==> config.mk <==
export PLATFORM = sky130hd
export DESIGN_NAME = trapezoid_ramp_envelope_core_flat
export DESIGN_NICKNAME = d
export VERILOG_FILES = /design/src/design/trenv_pkg.sv /design/src/design/trenv_if.sv /design/src/design/trenv_serial_mul.sv /design/src/design/trenv_serial_div.sv /design/src/design/trapezoid_ramp_envelope_core.sv /design/src/flat_wrapper.sv
export VERILOG_INCLUDE_DIRS = /design/src /design/src/design
export SDC_FILE = /design/constraint.sdc
export NUM_CORES = 1
export LEC_CHECK = 0
export BUFFER_PORTS_ARGS = -buffer_cell sky130_fd_sc_hd__buf_2
export CAP_MARGIN = 20
export CELL_PAD_IN_SITES_DETAIL_PLACEMENT = 0
export CELL_PAD_IN_SITES_GLOBAL_PLACEMENT = 2
export CORE_MARGIN = 2
export CORE_UTILIZATION = 35
export CTS_BUF_LIST = sky130_fd_sc_hd__clkbuf_8 sky130_fd_sc_hd__clkbuf_16
export DETAILED_ROUTE_END_ITERATION = 7
export PLACE_DENSITY = 0.78
export REMOVE_ABC_BUFFERS = 1
export SETUP_SLACK_MARGIN = 0.5
export SLEW_MARGIN = 20
export SYNTH_ARGS = -nofsm -noshare
export SYNTH_HDL_FRONTEND = slang
export SYNTH_SLANG_ARGS = --single-unit
==> constraint.sdc <==
create_clock -name clk -period 4.67 [get_ports clk]
set_input_delay 0 -clock clk [delete_from_list [all_inputs] [get_ports clk]]
set_output_delay 0 -clock clk [all_outputs]
set_load 0.01 [all_outputs]
==> src/design/trapezoid_ramp_envelope_core_assert.svh <==
// Assertion macros for the trapezoid ramp envelope core.
// Expect clk and rst_n in the scope where a macro is used.
`ifndef TRAPEZOID_RAMP_ENVELOPE_CORE_ASSERT_SVH
`define TRAPEZOID_RAMP_ENVELOPE_CORE_ASSERT_SVH

// Same-cycle implication, disabled in reset.
`define TRENV_ASSERT_IMP(lbl, ante, cons, msg) \
  lbl: assert property (@(posedge clk) disable iff (!rst_n) (ante) |-> (cons)) \
    else $error(msg);

// Next-cycle implication, disabled in reset.
`define TRENV_ASSERT_NXT(lbl, ante, cons, msg) \
  lbl: assert property (@(posedge clk) disable iff (!rst_n) (ante) |=> (cons)) \
    else $error(msg);

`endif

==> src/design/trenv_pkg.sv <==
// Shared constants, codes and types of the trapezoid ramp envelope core.
// No dependencies; every other file but the assert header imports it.
package trenv_pkg;

  localparam int COUNT_BITS      = 20;
  localparam int LEVEL_FRAC_BITS = 16;

  localparam int LEVEL_W   = LEVEL_FRAC_BITS + 1;
  localparam int PROD_W    = 2 * COUNT_BITS;
  localparam int DIV_W     = COUNT_BITS + 1;
  localparam int NUM_W     = (COUNT_BITS > LEVEL_W) ? COUNT_BITS : LEVEL_W;
  localparam int ITER_W    = $clog2(NUM_W + 1);
  localparam int MUL_CNT_W = $clog2(COUNT_BITS);
  localparam int ACT_W     = 2;
  localparam int CFG_IDX_W = 1;

  localparam logic [LEVEL_W-1:0] LEVEL_FULL = {1'b1, {LEVEL_FRAC_BITS{1'b0}}};
  localparam logic [LEVEL_W-1:0] LEVEL_ZERO = '0;

  localparam logic [ACT_W-1:0] ACT_TICK       = 2'd0;
  localparam logic [ACT_W-1:0] ACT_START      = 2'd1;
  localparam logic [ACT_W-1:0] ACT_LOAD_START = 2'd2;

  localparam logic [CFG_IDX_W-1:0] REG_DEFAULT_UP   = 1'd0;
  localparam logic [CFG_IDX_W-1:0] REG_DEFAULT_DOWN = 1'd1;

  typedef enum logic [1:0] {
    STAGE_UP   = 2'd0,
    STAGE_HOLD = 2'd1,
    STAGE_DOWN = 2'd2
  } stage_t;

  typedef enum logic [3:0] {
    ST_IDLE,
    ST_SETUP,
    ST_MUL,
    ST_DSPLIT,
    ST_DUP,
    ST_WUP,
    ST_DDN,
    ST_WDN,
    ST_FIN
  } state_t;

  typedef struct packed {
    logic busy;
    logic done;
  } unit_stat_t;

  typedef struct packed {
    logic                  start;
    logic [COUNT_BITS-1:0] mcand;
    logic [COUNT_BITS-1:0] mplier;
  } mul_cmd_t;

  typedef struct packed {
    logic              start;
    logic [ITER_W-1:0] iters;
    logic [DIV_W-1:0]  rem_init;
    logic [NUM_W-1:0]  num_init;
    logic [DIV_W-1:0]  divisor;
  } div_cmd_t;

endpackage

==> src/design/trenv_if.sv <==
// Handshake channels of the envelope core: start/tick words in, level words out.
// Depends on trenv_pkg for field widths.
interface trenv_in_if import trenv_pkg::*; ();
  logic                  valid;
  logic                  ready;
  logic [ACT_W-1:0]      action;
  logic [COUNT_BITS-1:0] duration_steps;
  logic [COUNT_BITS-1:0] up_steps;
  logic [COUNT_BITS-1:0] down_steps;

  modport source (output valid, action, duration_steps, up_steps, down_steps,
                  input ready);
  modport sink   (input valid, action, duration_steps, up_steps, down_steps,
                  output ready);
endinterface

interface trenv_out_if import trenv_pkg::*; ();
  logic               valid;
  logic               ready;
  logic [LEVEL_W-1:0] level;
  logic               running;
  logic [1:0]         stage;

  modport source (output valid, level, running, stage, input ready);
  modport sink   (input valid, level, running, stage, output ready);
endinterface

==> src/design/trenv_serial_mul.sv <==
// Bit-serial shift-and-add multiplier, one multiplier bit per cycle.
// Depends on trenv_pkg.
module trenv_serial_mul import trenv_pkg::*; (
  input  logic                clk,
  input  logic                rst_n,
  input  mul_cmd_t            cmd,
  output unit_stat_t          stat,
  output logic [PROD_W-1:0]   product
);

  logic                  busy_r;
  logic                  done_r;
  logic [MUL_CNT_W-1:0]  cnt_r;
  logic [COUNT_BITS-1:0] mcand_r;
  logic [PROD_W-1:0]     prod_r;
  logic [COUNT_BITS:0]   hi_sum;
  logic [PROD_W-1:0]     prod_nxt;

  // add the multiplicand into the high half on a set bit, then shift right
  always_comb begin
    hi_sum   = {1'b0, prod_r[PROD_W-1:COUNT_BITS]} +
               (prod_r[0] ? {1'b0, mcand_r} : {(COUNT_BITS+1){1'b0}});
    prod_nxt = {hi_sum, prod_r[COUNT_BITS-1:1]};
  end

  always_ff @(posedge clk) begin
    if (!rst_n) begin
      busy_r <= 1'b0;
      done_r <= 1'b0;
      cnt_r  <= '0;
    end else begin
      done_r <= 1'b0;
      if (cmd.start) begin
        busy_r <= 1'b1;
        cnt_r  <= '0;
      end else if (busy_r) begin
        cnt_r <= cnt_r + 1'b1;
        if (cnt_r == MUL_CNT_W'(COUNT_BITS - 1)) begin
          busy_r <= 1'b0;
          done_r <= 1'b1;
        end
      end
    end
  end

  always_ff @(posedge clk) begin
    if (cmd.start) begin
      mcand_r <= cmd.mcand;
      prod_r  <= {{COUNT_BITS{1'b0}}, cmd.mplier};
    end else if (busy_r) begin
      prod_r <= prod_nxt;
    end
  end

  assign stat.busy = busy_r;
  assign stat.done = done_r;
  assign product   = prod_r;

endmodule

==> src/design/trenv_serial_div.sv <==
// Bit-serial restoring divider, one quotient bit per cycle, MSB first.
// Depends on trenv_pkg; shared by the length split and both ramp slopes.
module trenv_serial_div import trenv_pkg::*; (
  input  logic              clk,
  input  logic              rst_n,
  input  div_cmd_t          cmd,
  output unit_stat_t        stat,
  output logic [NUM_W-1:0]  quotient
);

  logic              busy_r;
  logic              done_r;
  logic [ITER_W-1:0] cnt_r;
  logic [ITER_W-1:0] iters_r;
  logic [DIV_W-1:0]  rem_r;
  logic [NUM_W-1:0]  num_r;
  logic [DIV_W-1:0]  dvs_r;
  logic [DIV_W:0]    rem2;
  logic [DIV_W:0]    diff;
  logic              ge;
  logic [DIV_W-1:0]  rem_nxt;
  logic [NUM_W-1:0]  num_nxt;

  // dividend bits leave at the top of num_r, quotient bits enter at the bottom
  always_comb begin
    rem2    = {rem_r, num_r[NUM_W-1]};
    ge      = (rem2 >= {1'b0, dvs_r});
    diff    = rem2 - {1'b0, dvs_r};
    rem_nxt = ge ? diff[DIV_W-1:0] : rem2[DIV_W-1:0];
    num_nxt = {num_r[NUM_W-2:0], ge};
  end

  always_ff @(posedge clk) begin
    if (!rst_n) begin
      busy_r <= 1'b0;
      done_r <= 1'b0;
      cnt_r  <= '0;
    end else begin
      done_r <= 1'b0;
      if (cmd.start) begin
        busy_r <= 1'b1;
        cnt_r  <= '0;
      end else if (busy_r) begin
        cnt_r <= cnt_r + 1'b1;
        if (cnt_r == iters_r - 1'b1) begin
          busy_r <= 1'b0;
          done_r <= 1'b1;
        end
      end
    end
  end

  always_ff @(posedge clk) begin
    if (cmd.start) begin
      iters_r <= cmd.iters;
      rem_r   <= cmd.rem_init;
      num_r   <= cmd.num_init;
      dvs_r   <= cmd.divisor;
    end else if (busy_r) begin
      rem_r <= rem_nxt;
      num_r <= num_nxt;
    end
  end

  assign stat.busy = busy_r;
  assign stat.done = done_r;
  assign quotient  = num_r;

endmodule

==> src/design/trapezoid_ramp_envelope_core.sv <==
// Trapezoidal ramp envelope: a tick word advances the ramp-up, hold or ramp-down
// phase and is answered one word per cycle while the output is not stalled; a start word
// recomputes the phase lengths and slopes through a bit-serial multiplier and one shared
// bit-serial divider, first splitting the duration when it is shorter than the two ramps,
// and no further word is taken until its result is formed. Every word in gives exactly one
// word out: the level (Q16, 65536 is full scale), the running flag and the stage after it.
// A finished word waits in an output register while the next input is taken.
// Depends on trenv_pkg, trenv_if, trenv_serial_mul, trenv_serial_div and the assert header.
`include "trapezoid_ramp_envelope_core_assert.svh"

module trapezoid_ramp_envelope_core import trenv_pkg::*; (
  input  logic                  clk,
  input  logic                  rst_n,
  input  logic                  cfg_we,
  input  logic [CFG_IDX_W-1:0]  cfg_index,
  input  logic [COUNT_BITS-1:0] cfg_wdata,
  trenv_in_if.sink              in_ch,
  trenv_out_if.source           out_ch
);

  state_t state_r, state_nxt;

  logic                  res_pend_r;
  logic                  out_valid_r;
  logic [LEVEL_W-1:0]    out_level_r;
  logic                  out_running_r;
  stage_t                out_stage_r;

  logic [COUNT_BITS-1:0] latched_up_r;
  logic [COUNT_BITS-1:0] latched_down_r;
  logic [COUNT_BITS-1:0] dur_r;

  stage_t                stage_r;
  logic                  running_r;
  logic [LEVEL_W-1:0]    level_r;
  logic [LEVEL_W-1:0]    delta_r;
  logic [LEVEL_W-1:0]    delta_dn_r;
  logic [COUNT_BITS-1:0] tick_cnt_r;
  logic [COUNT_BITS-1:0] up_len_r;
  logic [COUNT_BITS-1:0] hold_len_r;
  logic [COUNT_BITS-1:0] down_len_r;
  logic                  endless_r;

  logic                  in_ready;
  logic                  in_acc;
  logic                  is_start;
  logic                  copy;
  logic                  div_wait;

  logic [COUNT_BITS:0]   sum;
  logic [COUNT_BITS:0]   hold_diff;
  logic                  split_case;

  mul_cmd_t              mul_cmd;
  unit_stat_t            mul_stat;
  logic [PROD_W-1:0]     product;
  div_cmd_t              div_cmd;
  unit_stat_t            div_stat;
  logic [NUM_W-1:0]      div_q;
  logic [COUNT_BITS-1:0] q_split;
  logic [LEVEL_W-1:0]    q_delta;

  stage_t                stage_tk_nxt;
  logic                  running_tk_nxt;
  logic [LEVEL_W-1:0]    level_tk_nxt;
  logic [LEVEL_W-1:0]    delta_tk_nxt;
  logic [COUNT_BITS-1:0] cnt_tk_nxt;
  logic [LEVEL_W:0]      lvl_sum;
  logic [COUNT_BITS-1:0] cnt_inc;
  logic                  go_down;

  trenv_serial_mul u_mul (
    .clk     (clk),
    .rst_n   (rst_n),
    .cmd     (mul_cmd),
    .stat    (mul_stat),
    .product (product)
  );

  trenv_serial_div u_div (
    .clk      (clk),
    .rst_n    (rst_n),
    .cmd      (div_cmd),
    .stat     (div_stat),
    .quotient (div_q)
  );

  assign q_split = div_q[COUNT_BITS-1:0];
  assign q_delta = div_q[LEVEL_W-1:0];

  assign is_start = (in_ch.action == ACT_START) || (in_ch.action == ACT_LOAD_START);
  assign in_acc   = in_ch.valid && in_ready;
  assign copy     = res_pend_r && (!out_valid_r || out_ch.ready);
  assign div_wait = (state_r == ST_DSPLIT) || (state_r == ST_WUP) || (state_r == ST_WDN);

  assign sum        = {1'b0, latched_up_r} + {1'b0, latched_down_r};
  assign hold_diff  = {1'b0, dur_r} - sum;
  assign split_case = (dur_r != '0) && ({1'b0, dur_r} < sum);

  // next state
  always_comb begin
    state_nxt = state_r;
    case (state_r)
      ST_IDLE:   if (in_acc && is_start) state_nxt = ST_SETUP;
      ST_SETUP:  state_nxt = split_case ? ST_MUL : ST_DUP;
      ST_MUL:    if (mul_stat.done) state_nxt = ST_DSPLIT;
      ST_DSPLIT: if (div_stat.done) state_nxt = ST_DUP;
      ST_DUP:    state_nxt = (up_len_r != '0) ? ST_WUP : ST_DDN;
      ST_WUP:    if (div_stat.done) state_nxt = ST_DDN;
      ST_DDN:    state_nxt = (down_len_r != '0) ? ST_WDN : ST_FIN;
      ST_WDN:    if (div_stat.done) state_nxt = ST_FIN;
      ST_FIN:    state_nxt = ST_IDLE;
      default:   state_nxt = ST_IDLE;
    endcase
  end

  // FSM outputs: input ready and unit commands
  always_comb begin
    in_ready         = 1'b0;
    mul_cmd.start    = 1'b0;
    mul_cmd.mcand    = dur_r;
    mul_cmd.mplier   = latched_up_r;
    div_cmd.start    = 1'b0;
    div_cmd.iters    = ITER_W'(LEVEL_W);
    div_cmd.rem_init = '0;
    div_cmd.num_init = NUM_W'(LEVEL_FULL) << (NUM_W - LEVEL_W);
    div_cmd.divisor  = {1'b0, up_len_r};
    case (state_r)
      ST_IDLE: begin
        in_ready = !res_pend_r || copy;
      end
      ST_SETUP: begin
        mul_cmd.start = split_case;
      end
      ST_MUL: begin
        // high product half is below the sum, so the quotient fits COUNT_BITS
        div_cmd.start    = mul_stat.done;
        div_cmd.iters    = ITER_W'(COUNT_BITS);
        div_cmd.rem_init = {1'b0, product[PROD_W-1:COUNT_BITS]};
        div_cmd.num_init = NUM_W'(product[COUNT_BITS-1:0]) << (NUM_W - COUNT_BITS);
        div_cmd.divisor  = sum;
      end
      ST_DUP: begin
        div_cmd.start = (up_len_r != '0);
      end
      ST_DDN: begin
        div_cmd.start   = (down_len_r != '0);
        div_cmd.divisor = {1'b0, down_len_r};
      end
      default: begin
        in_ready = 1'b0;
      end
    endcase
  end

  // tick update of the running envelope
  always_comb begin
    stage_tk_nxt   = stage_r;
    running_tk_nxt = running_r;
    level_tk_nxt   = level_r;
    delta_tk_nxt   = delta_r;
    cnt_tk_nxt     = tick_cnt_r;
    go_down        = 1'b0;
    lvl_sum        = {1'b0, level_r} + {1'b0, delta_r};
    cnt_inc        = tick_cnt_r + 1'b1;
    if (running_r) begin
      case (stage_r)
        STAGE_UP: begin
          level_tk_nxt = (lvl_sum > {1'b0, LEVEL_FULL}) ? LEVEL_FULL : lvl_sum[LEVEL_W-1:0];
          cnt_tk_nxt   = cnt_inc;
          if (cnt_inc >= up_len_r) begin
            cnt_tk_nxt   = '0;
            level_tk_nxt = LEVEL_FULL;
            if (endless_r || (hold_len_r != '0)) stage_tk_nxt = STAGE_HOLD;
            else go_down = 1'b1;
          end
        end
        STAGE_HOLD: begin
          if (!endless_r) begin
            cnt_tk_nxt = cnt_inc;
            if (cnt_inc >= hold_len_r) go_down = 1'b1;
          end
        end
        default: begin
          level_tk_nxt = (level_r > delta_r) ? (level_r - delta_r) : LEVEL_ZERO;
          cnt_tk_nxt   = cnt_inc;
          if (cnt_inc >= down_len_r) begin
            level_tk_nxt   = LEVEL_ZERO;
            running_tk_nxt = 1'b0;
          end
        end
      endcase
      if (go_down) begin
        stage_tk_nxt = STAGE_DOWN;
        cnt_tk_nxt   = '0;
        if (down_len_r == '0) begin
          level_tk_nxt   = LEVEL_ZERO;
          running_tk_nxt = 1'b0;
        end else begin
          delta_tk_nxt = delta_dn_r;
        end
      end
    end
  end

  // control and envelope state
  always_ff @(posedge clk) begin
    if (!rst_n) begin
      state_r        <= ST_IDLE;
      res_pend_r     <= 1'b0;
      out_valid_r    <= 1'b0;
      latched_up_r   <= '0;
      latched_down_r <= '0;
      stage_r        <= STAGE_UP;
      running_r      <= 1'b0;
      level_r        <= '0;
      delta_r        <= '0;
      tick_cnt_r     <= '0;
      up_len_r       <= '0;
      hold_len_r     <= '0;
      down_len_r     <= '0;
      endless_r      <= 1'b0;
    end else begin
      state_r <= state_nxt;

      if (copy) out_valid_r <= 1'b1;
      else if (out_ch.ready) out_valid_r <= 1'b0;

      if (cfg_we) begin
        case (cfg_index)
          REG_DEFAULT_UP:   latched_up_r   <= cfg_wdata;
          REG_DEFAULT_DOWN: latched_down_r <= cfg_wdata;
          default:          latched_up_r   <= latched_up_r;
        endcase
      end

      res_pend_r <= (res_pend_r && !copy) || (in_acc && !is_start) || (state_r == ST_FIN);

      case (state_r)
        ST_IDLE: begin
          if (in_acc) begin
            if (in_ch.action == ACT_LOAD_START) begin
              latched_up_r   <= in_ch.up_steps;
              latched_down_r <= in_ch.down_steps;
            end
            if (!is_start) begin
              stage_r    <= stage_tk_nxt;
              running_r  <= running_tk_nxt;
              level_r    <= level_tk_nxt;
              delta_r    <= delta_tk_nxt;
              tick_cnt_r <= cnt_tk_nxt;
            end
          end
        end
        ST_SETUP: begin
          endless_r  <= (dur_r == '0);
          up_len_r   <= latched_up_r;
          down_len_r <= latched_down_r;
          if (dur_r == '0 || split_case) hold_len_r <= '0;
          else hold_len_r <= hold_diff[COUNT_BITS-1:0];
        end
        ST_DSPLIT: begin
          if (div_stat.done) begin
            up_len_r   <= q_split;
            down_len_r <= dur_r - q_split;
          end
        end
        ST_WUP: begin
          if (div_stat.done) delta_r <= q_delta;
        end
        ST_FIN: begin
          running_r  <= 1'b1;
          tick_cnt_r <= '0;
          if (up_len_r == '0) begin
            level_r <= LEVEL_FULL;
            if (endless_r || (hold_len_r != '0)) begin
              stage_r <= STAGE_HOLD;
            end else begin
              stage_r <= STAGE_DOWN;
              if (down_len_r == '0) begin
                level_r   <= LEVEL_ZERO;
                running_r <= 1'b0;
              end else begin
                delta_r <= delta_dn_r;
              end
            end
          end else begin
            stage_r <= STAGE_UP;
            level_r <= LEVEL_ZERO;
          end
        end
        default: begin
          endless_r <= endless_r;
        end
      endcase
    end
  end

  // payload registers
  always_ff @(posedge clk) begin
    if (state_r == ST_IDLE && in_acc && is_start) dur_r <= in_ch.duration_steps;
    if (state_r == ST_WDN && div_stat.done) delta_dn_r <= q_delta;
    if (copy) begin
      out_level_r   <= level_r;
      out_running_r <= running_r;
      out_stage_r   <= stage_r;
    end
  end

  assign in_ch.ready    = in_ready;
  assign out_ch.valid   = out_valid_r;
  assign out_ch.level   = out_level_r;
  assign out_ch.running = out_running_r;
  assign out_ch.stage   = out_stage_r;

  `TRENV_ASSERT_IMP(a_mul_done_in_mul, mul_stat.done, state_r == ST_MUL, "mul done outside wait")
  `TRENV_ASSERT_IMP(a_div_done_in_wait, div_stat.done, div_wait, "div done outside wait")
  `TRENV_ASSERT_NXT(a_start_to_setup, in_acc && is_start, state_r == ST_SETUP, "start did not enter setup")
  `TRENV_ASSERT_NXT(a_idle_tick_holds, in_acc && !is_start && !running_r, $stable(level_r), "idle tick moved level")
  `TRENV_ASSERT_IMP(a_idle_units_quiet, state_r == ST_IDLE, !mul_stat.busy && !div_stat.busy, "unit busy while idle")

endmodule
==> src/flat_wrapper.sv <==
// flat-port wrapper written by rule: the top's interface ports become plain ports
module trapezoid_ramp_envelope_core_flat import trenv_pkg::*;
  (clk, rst_n, cfg_we, cfg_index, cfg_wdata, in_ch_valid, in_ch_action, in_ch_duration_steps, in_ch_up_steps, in_ch_down_steps, in_ch_ready, out_ch_valid, out_ch_level, out_ch_running, out_ch_stage, out_ch_ready);
  trenv_in_if in_ch_i ();
  trenv_out_if out_ch_i ();
  input  logic clk;
  input  logic rst_n;
  input  logic cfg_we;
  input  logic [CFG_IDX_W-1:0] cfg_index;
  input  logic [COUNT_BITS-1:0] cfg_wdata;
  input wire logic [$bits(in_ch_i.valid)-1:0] in_ch_valid;
  input wire logic [$bits(in_ch_i.action)-1:0] in_ch_action;
  input wire logic [$bits(in_ch_i.duration_steps)-1:0] in_ch_duration_steps;
  input wire logic [$bits(in_ch_i.up_steps)-1:0] in_ch_up_steps;
  input wire logic [$bits(in_ch_i.down_steps)-1:0] in_ch_down_steps;
  output wire logic [$bits(in_ch_i.ready)-1:0] in_ch_ready;
  output wire logic [$bits(out_ch_i.valid)-1:0] out_ch_valid;
  output wire logic [$bits(out_ch_i.level)-1:0] out_ch_level;
  output wire logic [$bits(out_ch_i.running)-1:0] out_ch_running;
  output wire logic [$bits(out_ch_i.stage)-1:0] out_ch_stage;
  input wire logic [$bits(out_ch_i.ready)-1:0] out_ch_ready;
  assign in_ch_i.valid = in_ch_valid;
  assign in_ch_i.action = in_ch_action;
  assign in_ch_i.duration_steps = in_ch_duration_steps;
  assign in_ch_i.up_steps = in_ch_up_steps;
  assign in_ch_i.down_steps = in_ch_down_steps;
  assign in_ch_ready = in_ch_i.ready;
  assign out_ch_valid = out_ch_i.valid;
  assign out_ch_level = out_ch_i.level;
  assign out_ch_running = out_ch_i.running;
  assign out_ch_stage = out_ch_i.stage;
  assign out_ch_i.ready = out_ch_ready;
  trapezoid_ramp_envelope_core u_core (.clk(clk), .rst_n(rst_n), .cfg_we(cfg_we), .cfg_index(cfg_index), .cfg_wdata(cfg_wdata), .in_ch(in_ch_i), .out_ch(out_ch_i));
endmodule
==> metrics.txt, run 1 <==
Avg Cell Area, Syn=roughly 8.7 µm²; sw frac=0.4300; die area=69,030 µm²; Clock transition at path regs=around 0.060 ns; Vias=21,873; Initial Util=0.3551; fin nets=about 3,300; Worst Tran Pin Value=between 1 and 1.5 ns; slowest stage cell, crit path=dfxtp_4; Final Cell Area=29,840 µm²; layout cells sized above 1=0.1848; Via density=5.649; Fin Clk Skew=between 0.02 and 0.025 ns; max-slew violations=0; Final min period=4.274 ns; # IOs=110; row cnt=between 90 and 100; final count of negative-setup-slack endpoints=0; internal power component=between 9000 and 10,000 µW; gr ovfl total=0; Total GRT Usage=0.2442; worst hold-check path type=input pin to flip-flop; Commonest cells post-synth=nand2_1, nor2_1, ha_1; Cells after Synth=between 2,000 and 3,000; Die X=262.7 µm; number of antenna-violating nets in the routed design=0; Finished Core Util=0.4523; crit-path max FO=5; number of buffers created by CTS=43; RSZ-0062 raised after global routing=true; CP Launch Type=flip-flop; cells along the critical path=ha_4, a211oi_4, nor2_2, o41ai_2, buf_4, o2111a_1, nor3_2, a21o_1, a21oi_2, xor2_1, ha_1, and3_4, and2_4, a31oi_4, a21oi_2, o21bai_2, buf_6, nand2_8, buf_6, nand2b_4, clkbuf_16; Slew headroom=0.2967; worst vdd ir=approximately 0.29 mV; CTS max path bufs=3; fraction of registers with async set or reset after synthesis=0; largest net degree at the start of global routing=71; leading area contributor after synthesis=edfxtp_1; PD cells=576.7 nW/µm²; clock sink total=359; Clk pwr share=0.210; vias in the first global route=21,156; Top Family by Delay on Critical Path=compound AO/OA/AOI/OAI gates; antenna violations before repair=5; count of input and output buffers=between 100 and 150; n_diodes=0; status=finished clean; sequential area share after synthesis=0.3755; Final TNS setup=0 ns; period utilization=0.9151; root buf cell=clkbuf_16; post-synth top area share=0.2063; Crit Path Category=flip-flop to flip-flop; CP arrival=4.58 ns; core area=65,980 µm²; Max Clock Freq=between 200 and 250 MHz; leak pwr=0.01195 µW; DRT Pass-1 Iters=5; Initial DRC Count=1,747; CTS tree=yes; EDFF count, synth=161; H-tree depth=2; final WL=87,730 µm; Net Switching=7400 µW; Distinct cells, synth=slightly above 80; Final HPWL DP=about 65,000 µm; DRC viols=0; Area growth syn-to-layout=27.37%; RePlAce Congestion=0.9443; critical path endpoint category=flip-flop; Mapped Area=between 20,000 and 25,000 µm²; placed instance area=about 25,000 µm²; Worst-Skew Late Latency=around 0.6 ns; combinational share of power=0.511; max_cap viols=0; most common cell in the netlist=nand2_1; ys flop type=dfxtp_1; top post-synthesis cells by area=edfxtp_1, dfxtp_1, ha_1, nand2_1, nor2_1; Die H=~260 µm; Synth Register Bits=359; final hold violations=0; r2r setup slk=slightly below 0.4 ns; first-pass GRT wire length=about 130,000 µm; WP data required=4.97 ns; Hold WS=0.07625 ns; yosys warns=0; routed len/inst=approximately 23 µm; Flop pwr share=0.279; Critical path buffers and inverters=4; CP peak stage delay=0.36 ns
timing repair:
action                                 CTS  global route
gates cloned                             5            10
hold buffers                           104             0
setup endpoints to repair              155           163
endpoints found under the hold margin   62             0
resized for setup                       74           219
setup buffers                           28            33
pin swaps                               31            93
final timing paths:
kind | startpoint | to | cells after the start
setup / recovery | u_core.latched_up_r[1] | u_core.u_mul.product[9] | 21
hold / removal | rst_n | u_core.out_ch.valid | 3
setup reg to reg | u_core.latched_up_r[1] | u_core.u_mul.product[9] | 21
hold reg to reg | u_core.hold_len_r[18] | u_core.hold_len_r[18] | 2
stage by stage:
step,total power (µW),setup WS [ns],cells
after floorplan,9335,-1.222,2571
after global placement,11950,0.1149,3612
after detailed placement,11990,0.01495,3612
after CTS,16150,0.4209,3829
after global routing,18240,0.2196,3872
final,17210,0.3963,3872
cell usage in the layout, fill, tap and decap left out, types with 37 or more instances in the layout:
cell / instances
nand2_1: 268
nor2_1: 250
dfxtp_1: 188
ha_1: 182
inv_1: 164
edfxtp_1: 161
a21oi_1: 150
o21ai_0: 124
buf_2: 109
dlygate4sd3_1: 104
buf_4: 103
mux2i_1: 73
xnor2_1: 69
nor3_1: 65
nand3_1: 65
clkbuf_16: 54
a21o_1: 49
a211oi_1: 45
o211ai_1: 38
xor2_1: 37
worst register-to-register path, delay by kind of cell, from the launching register on:
kind                     cells  cell delay [ns]
AND/OR/NAND/NOR              6             0.70
AO/OA/AOI/OAI                8             1.53
flip-flops                   1             0.36
adder cells (fa/ha/maj)      2             0.55
buffers and inverters        4             0.66
XOR/XNOR                     1             0.21
sequential cells by signal, summed over array words and instances, names as in the netlist, 4 cells and up:
signal / cells
u_core.u_mul.product: 40
u_core.u_div.dvs_r: 21
u_core.u_div.rem_r: 21
u_core.down_len_r: 20
u_core.dur_r: 20
u_core.hold_len_r: 20
u_core.latched_down_r: 20
u_core.latched_up_r: 20
u_core.tick_cnt_r: 20
u_core.u_div.quotient: 20
u_core.u_mul.mcand_r: 20
u_core.up_len_r: 20
u_core.delta_dn_r: 17
u_core.delta_r: 17
u_core.level_r: 17
u_core.out_ch.level: 17
u_core.u_div.cnt_r: 5
u_core.u_mul.cnt_r: 5
u_core.state_r: 4
metal layers:
| metal | vias up | GRT usage | routed length (µm) |
|---|---|---|---|
| met5 | - | 0 | 0 |
| met4 | 0 | 0.08310 | 3140 |
| met3 | 146 | 0.03636 | 5906 |
| met2 | 671 | 0.4045 | 40590 |
| met1 | 10653 | 0.3245 | 38090 |
| li1 | 10403 | - | - |
layout make-up:
class	instances	area [µm²]
inverters	166	633.1
clock inverters	29	296.5
fillers	6354	36140
repair buffers	357	3104
flip-flops and latches	359	8821
clock buffers	51	1220
well taps	864	1081
multi-input cells	2046	14690
power groups by stage:
| stage | combinational [µW] | sequential (µW) | clock, µW |
|---|---|---|---|
| after floorplan | 4900 | 4430 | 0 |
| after global placement | 7130 | 4820 | 0 |
| after detailed placement | 7170 | 4820 | 0 |
| after CTS | 7730 | 4760 | 3670 |
| after global routing | 9610 | 4840 | 3790 |
| final | 8800 | 4800 | 3610 |
cells by family after synthesis:
group | count (synthesis) | share of synthesized area
buf+inv | 294 | 0.04806
mux | 74 | 0.03167
compound gates | 699 | 0.2004
flops | 359 | 0.3755
fa+ha+maj | 206 | 0.1123
simple gates | 946 | 0.1869
xor+xnor | 121 | 0.04523
Note: power is estimated with default switching activity, not from simulation.
==> run 2: changes to the inputs <==
REMOVE_ABC_BUFFERS = unset   (was 1)
==> run 2 against run 1 <==
  * Non-clock buffer count up 23
  * Register-to-register slack better by 0.06 ns
  * Sequential power about the same
  * Clock skew up 0.010 ns
  * Via count down 0.41%
  * Cell count up 0.65%
  * Fmax up 1.4%
  * Worst hold slack better by 0.038 ns
  * Combinational power down 1%
  * Critical endpoint is now u_core.u_mul.product[6]
==> metrics.txt, run 2 (synthesized netlist as in run 1, its figures left out) <==
Slew headroom=0.2375 (was 0.2967); DRC viols=0 (unchanged); largest net degree at the start of global routing=83 (was 71); first-pass GRT wire length=126,300 µm (was 130,100 µm); period utilization=0.9024 (was 0.9151); layout cells sized above 1=0.1867 (was 0.1848); max_cap viols=0 (unchanged); Die H=262.7 µm (unchanged); routed len/inst=21.85 µm (was 22.66 µm); antenna violations before repair=0 (was 5); Sequential cell area=8831 µm² (was 8821 µm²); CP arrival=4.50 ns (was 4.58 ns); core area=65,980 µm² (unchanged); crit-path max FO=7 (was 5); Fin Clk Skew=0.03199 ns (was 0.02184 ns); Final Cell Area=29,840 µm² (about the same); setup ws final=0.4557 ns (was 0.3963 ns); root buf cell=clkbuf_16 (unchanged); fill count=6,407 (was 6,354); CP Launch Type=flip-flop (unchanged); H-tree depth=2 (unchanged); WP data required=4.95 ns (was 4.97 ns); placed instance area=25,480 µm² (was 25,170 µm²); commonest non-fill, non-tap cell in the layout=nand2_1 (unchanged); RePlAce Congestion=0.9305 (was 0.9443); flip-flop count of the largest register after layout=40 (unchanged); synthesized netlist net count=2,993; Finished Core Util=0.4522 (was 0.4523); vias in the first global route=21,206 (was 21,156); number of buffers created by CTS=42 (was 43); Final min period=4.214 ns (was 4.274 ns); DRT Pass-1 Iters=6 (was 5); Vias=21,783 (was 21,873); Worst-Skew Late Latency=0.60 ns (was 0.59 ns); Clock transition at path regs=0.06 ns (about the same); final WL=85,150 µm (was 87,730 µm); max-slew violations=0 (unchanged); Initial DRC Count=1,496 (was 1,747); Worst Tran Pin Value=1.115 ns (was 1.054 ns); Via density=5.590 (was 5.649); clock sink total=359 (unchanged); Final TNS setup=0 ns (unchanged); leak pwr=0.01207 µW (was 0.01195 µW); Area growth syn-to-layout=27.34% (was 27.37%); Total GRT Usage=0.2356 (was 0.2442); Crit Path Category=flip-flop to flip-flop (unchanged); row cnt=94 (unchanged); worst hold-check path type=input pin to flip-flop (unchanged); area of the multi-input gates=14,700 µm² (was 14,690 µm²); critical path endpoint category=flip-flop (unchanged); number of antenna-violating nets in the routed design=0 (unchanged); RSZ-0062 raised after global routing=true (unchanged); die area=69,030 µm² (unchanged); count of input and output buffers=109 (unchanged); final count of negative-setup-slack endpoints=0 (unchanged); Final HPWL DP=62,840 µm (was 64,790 µm); CTS max path bufs=3 (unchanged); most frequent cells in the layout=nand2_1, nor2_1, dfxtp_1, ha_1, inv_1 (unchanged); pre-CTS WS=-0.001267 ns (was 0.01495 ns); status=finished clean (unchanged); # IOs=110 (unchanged); Die X=262.7 µm (unchanged); Initial Util=0.3551 (unchanged); gr ovfl total=0 (unchanged); worst vdd ir=0.2646 mV (was 0.2869 mV); CTS tree=yes (unchanged); PD cells=567.3 nW/µm² (was 576.7 nW/µm²); final hold violations=0 (unchanged); Max Clock Freq=237.3 MHz (was 234.0 MHz); fin nets=3,292 (was 3,267)
-- run 2: path summary, 6_finish.rpt --
kind	slack [ns]	to	cells after the start	from
setup / recovery	0.46	u_core.u_mul.product[6]	23	u_core.latched_down_r[0]
hold / removal	0.11	u_core.dur_r[13]	2	in_ch_duration_steps[13]
setup reg to reg	0.46	u_core.u_mul.product[6]	23	u_core.latched_down_r[0]
hold reg to reg	0.50	u_core.delta_dn_r[2]	0	u_core.u_div.quotient[2]
-- run 2: final cells by class --
| cell class | count | area share |
|---|---|---|
| multi-input combinational | 2049 | 0.4926 |
| tap | 864 | 0.03623 |
| sequential | 359 | 0.2960 |
| antenna | 1 | 0.00008387 |
| clock inverter | 31 | 0.009687 |
| timing repair buffer | 380 | 0.1058 |
| clock buffer | 47 | 0.03829 |
| inverter | 166 | 0.02130 |
-- run 2: per-layer routing --
layer | routed length, µm | vias to the layer above | global-route usage
met2 | 41300 | 601 | 0.4119
li1 | - | 10431 | -
met1 | 36730 | 10601 | 0.2994
met4 | 2864 | 0 | 0.07347
met5 | 0 | - | 0
met3 | 4251 | 150 | 0.03270
-- run 2: report_power, final --
part | leakage [µW] | total [µW] | switching (µW) | internal (µW)
logic | 0.00823 | 8680 | 5040 | 3640
registers | 0.00310 | 4770 | 785 | 3990
clock network | 0.000736 | 3470 | 1440 | 2040
-- run 2: per-stage QoR --
step	std cells	power [µW]	hold slack, ns
finish	3897	16930	0.1142
global route	3896	17890	0.1119
CTS	3856	16030	0.09722
detailed placement	3636	12070	0.1781
global placement	3636	12050	0.1784
floorplan	2699	9496	0.09887
-- run 2: critical path, stage by stage, from the launching register on --
cell,delay [ns]
dfxtp_2,0.33
ha_4,0.16
buf_6,0.12
a211oi_4,0.24
nor2_2,0.08
o41ai_2,0.27
buf_4,0.19
o2111a_1,0.23
nor3_2,0.06
a21o_1,0.17
a21oi_2,0.13
xor2_1,0.16
buf_4,0.18
ha_4,0.21
and3_4,0.17
and2_4,0.13
a31oi_1,0.13
buf_4,0.16
a21oi_4,0.06
o21bai_4,0.15
nand2_4,0.10
buf_12,0.18
buf_12,0.15
nand2b_4,0.13
-- run 2: repair_timing --
| action | CTS | global route |
|---|---|---|
| hold buffers | 110 | 0 |
| setup endpoints to repair | 156 | 155 |
| hold endpoints to repair | 84 | 0 |
| setup buffers | 24 | 36 |
| gates resized for setup | 83 | 194 |
| gates cloned | 8 | 4 |
| pin swaps | 31 | 119 |
==> run 3: changes to the inputs <==
ABC_AREA = 1   (was unset)
CORE_UTILIZATION = 33   (was 35)
REMOVE_ABC_BUFFERS = 1   (was unset)
==> run 3 against run 2 <==
  * The flow now finishes with violations (design-rule violations)
  * Register-to-register slack better by 0.28 ns
  * Synthesized cell count up 22%
  * Clock skew decreased by 0.012 ns
  * Global-route usage is 0.79 points higher
  * Setup slack better by 0.28 ns
  * Fmax rose by 7.2%
  * Sequential power shrank 4.4%
  * Sequential share of layout area is 0.44 points higher
  * Critical path depth down 3
  * Count of clock-buffer cells in the layout rose by 7
  * Flip-flop and latch count did not move
  * Critical path type unchanged
  * Largest cell class unchanged
==> metrics.txt, run 3 <==
status=finished with violations (was finished clean); violated checks=design-rule violations; crit-path max FO=7 (unchanged); Distinct cells, synth=63 (was 83); Total GRT Usage=0.2435 (was 0.2356); CP arrival=4.43 ns (was 4.50 ns); Worst Tran Pin Value=1.018 ns (was 1.115 ns); ys flop type=dfxtp_1 (unchanged); WP data required=5.17 ns (was 4.95 ns); Vias=23,490 (was 21,783); Compound-Gate Fraction of Synth Area=0.1708 (was 0.2004); final WL=94,500 µm (was 85,150 µm); Via density=5.189 (was 5.590); row cnt=99 (was 94); flip-flop count of the largest register after layout=40 (unchanged); most frequent cells in the layout=nand2_1, inv_1, o21ai_0, nor2_1, a21oi_1 (was nand2_1, nor2_1, dfxtp_1, ha_1, inv_1); worst hold-check path type=input pin to flip-flop (unchanged); routed len/inst=20.87 µm (was 21.85 µm); fraction of registers with async set or reset after synthesis=0 (unchanged); layout cells sized above 1=0.1279 (was 0.1867); RSZ-0062 raised after global routing=true (unchanged); EDFF count, synth=161 (unchanged); number of buffers created by CTS=44 (was 42); Die H=276.0 µm (was 262.7 µm); Final min period=3.929 ns (was 4.214 ns); DRT Pass-1 Iters=7 (was 6); Avg Cell Area, Syn=7.387 µm² (was 8.681 µm²); PD cells=517.1 nW/µm² (was 567.3 nW/µm²); worst vdd ir=0.2612 mV (was 0.2646 mV); mux share of post-synthesis cell area=0 (was 0.03167); clock sink total=359 (unchanged); yosys warns=0 (unchanged); simple-gate share of the synthesized area=0.2356 (was 0.1869); total power=15,190 µW (was 16,930 µW); Cells after Synth=3,304 (was 2,699); CP Launch Type=flip-flop (unchanged); Worst-Skew Late Latency=0.59 ns (was 0.60 ns); period utilization=0.8414 (was 0.9024); sequential area share after synthesis=0.3605 (was 0.3755); first-pass GRT wire length=139,100 µm (was 126,300 µm); H-tree depth=2 (unchanged); leading area contributor after synthesis=edfxtp_1 (unchanged); Final HPWL DP=73,790 µm (was 62,840 µm); Clock transition at path regs=0.06 ns (about the same); Max Clock Freq=254.5 MHz (was 237.3 MHz); DRC viols=10 (was 0); RePlAce Congestion=0.9670 (was 0.9305); CTS max path bufs=3 (unchanged); final count of negative-setup-slack endpoints=0 (unchanged); Initial DRC Count=1,656 (was 1,496); placed instance area=26,090 µm² (was 25,480 µm²); Die X=276.0 µm (was 262.7 µm); core area=73,080 µm² (was 65,980 µm²); largest family of logic cells by synthesized area=simple AND/OR/NAND/NOR gates (was compound AO/OA/AOI/OAI gates); max-slew violations=0 (unchanged); post-synth top area share=0.1981 (was 0.2063); largest net degree at the start of global routing=61 (was 83); Mapped Area=24,410 µm² (was 23,430 µm²); gr ovfl total=0 (unchanged); antenna violations before repair=7 (was 0); number of antenna-violating nets in the routed design=0 (unchanged); Post-Synth XOR/XNOR Area=0.03225 (was 0.04523); Crit Path Category=flip-flop to flip-flop (unchanged); CTS tree=yes (unchanged); root buf cell=clkbuf_16 (unchanged); leak pwr=0.01310 µW (was 0.01207 µW); max_cap viols=0 (unchanged); count of input and output buffers=109 (unchanged); vias in the first global route=22,658 (was 21,206); Synth Register Bits=359 (unchanged); critical path endpoint category=flip-flop (unchanged); die area=76,150 µm² (was 69,030 µm²); Commonest cells post-synth=nand2_1, inv_1, o21ai_0 (was nand2_1, nor2_1, ha_1); final hold violations=0 (unchanged); # IOs=110 (unchanged); Final Cell Area=29,370 µm² (was 29,840 µm²); most common cell in the netlist=nand2_1 (unchanged); Slew headroom=0.3174 (was 0.2375); Initial Util=0.3339 (was 0.3551); Adder-Cell Fraction of Synth Area=0.1078 (was 0.1123); Area growth syn-to-layout=20.32% (was 27.34%); commonest non-fill, non-tap cell in the layout=nand2_1 (unchanged); Fin Clk Skew=0.02019 ns (was 0.03199 ns); fin nets=3,824 (was 3,292); top post-synthesis cells by area=edfxtp_1, dfxtp_1, nand2_1, ha_1, inv_1 (was edfxtp_1, dfxtp_1, ha_1, nand2_1, nor2_1)
[run 3: area by class of cell]
| cell class | instances | area, µm² |
|---|---|---|
| Clock inverter | 28 | 187.7 |
| Sequential cell | 359 | 8821 |
| Clock buffer | 54 | 1261 |
| Multi-Input combinational cell | 2378 | 13810 |
| Inverter | 449 | 1697 |
| Antenna cell | 2 | 5.005 |
| Tap cell | 959 | 1200 |
| Fill cell | 7682 | 43720 |
| Timing Repair Buffer | 298 | 2385 |
[run 3: cell families (layout without fill, tap and decap cells)]
kind of cell	count (synthesis)	in the layout
AO/OA/AOI/OAI	745	745
XOR/XNOR	89	89
buffers and inverters	567	829
AND/OR/NAND/NOR	1338	1338
adder cells (fa/ha/maj)	206	206
flip-flops	359	359
other	0	2
[run 3: worst paths after layout]
kind                                 from                    end  slack (ns)  depth (start not counted)
setup / recovery  u_core.latched_up_r[10]  u_core.u_mul.cnt_r[2]        0.74                         20
hold / removal            in_ch_action[1]       u_core.running_r        0.05                          5
setup reg to reg  u_core.latched_up_r[10]  u_core.u_mul.cnt_r[2]        0.74                         20
hold reg to reg     u_core.u_mul.cnt_r[1]  u_core.u_mul.cnt_r[1]        0.49                          2
[run 3: repair_timing]
item | 4_1_cts | 5_1_grt
pin swaps | 5 | 35
endpoints found under the setup margin | 112 | 164
hold buffers | 103 | 0
buffers inserted | 4 | 20
gates resized for setup | 25 | 109
cloned | 3 | 2
hold endpoints to repair | 63 | 0
[run 3: per-stage QoR]
step | hold WS, ns | utilization | TNS (ns) | worst slack [ns] | cells
floorplan | 0.09887 | - | -5.820 | -0.1420 | 3186
global placement | 0.1769 | 0.3569 | 0 | 0.3111 | 4311
detailed placement | 0.1781 | 0.3569 | 0 | 0.1957 | 4311
CTS | 0.03677 | 0.3936 | 0 | 0.5090 | 4503
global route | 0.1062 | 0.4017 | 0 | 0.4223 | 4525
finish | 0.05299 | 0.4018 | 0 | 0.7405 | 4527
[run 3: where the power goes]
part	total, µW	internal (µW)	switching, µW
clock	3450	2010	1440
combinational	7180	2480	4690
sequential	4560	3990	574
total	15200	8480	6700
[run 3: metal layers]
metal  track usage  vias up  wire [µm]
met2        0.4038      677      43400
met3       0.04197      170       5576
met1        0.3158    11108      41590
met5             0        -         41
li1              -    11529          -
met4       0.09324        6       3898
[run 3: critical path, stage by stage (launching register included)]
cell	delay [ns]
dfxtp_2	0.35
ha_2	0.33
a21oi_1	0.28
o21ai_1	0.18
a211oi_1	0.33
nand3_1	0.15
xor2_1	0.17
buf_4	0.15
ha_1	0.30
nand2_2	0.07
nor3_2	0.22
nand3_1	0.12
nand3_2	0.12
nand2_2	0.06
nand2_1	0.09
nand2_2	0.08
nand3_4	0.14
buf_6	0.14
buf_4	0.18
nand2_2	0.12
nor3_2	0.24
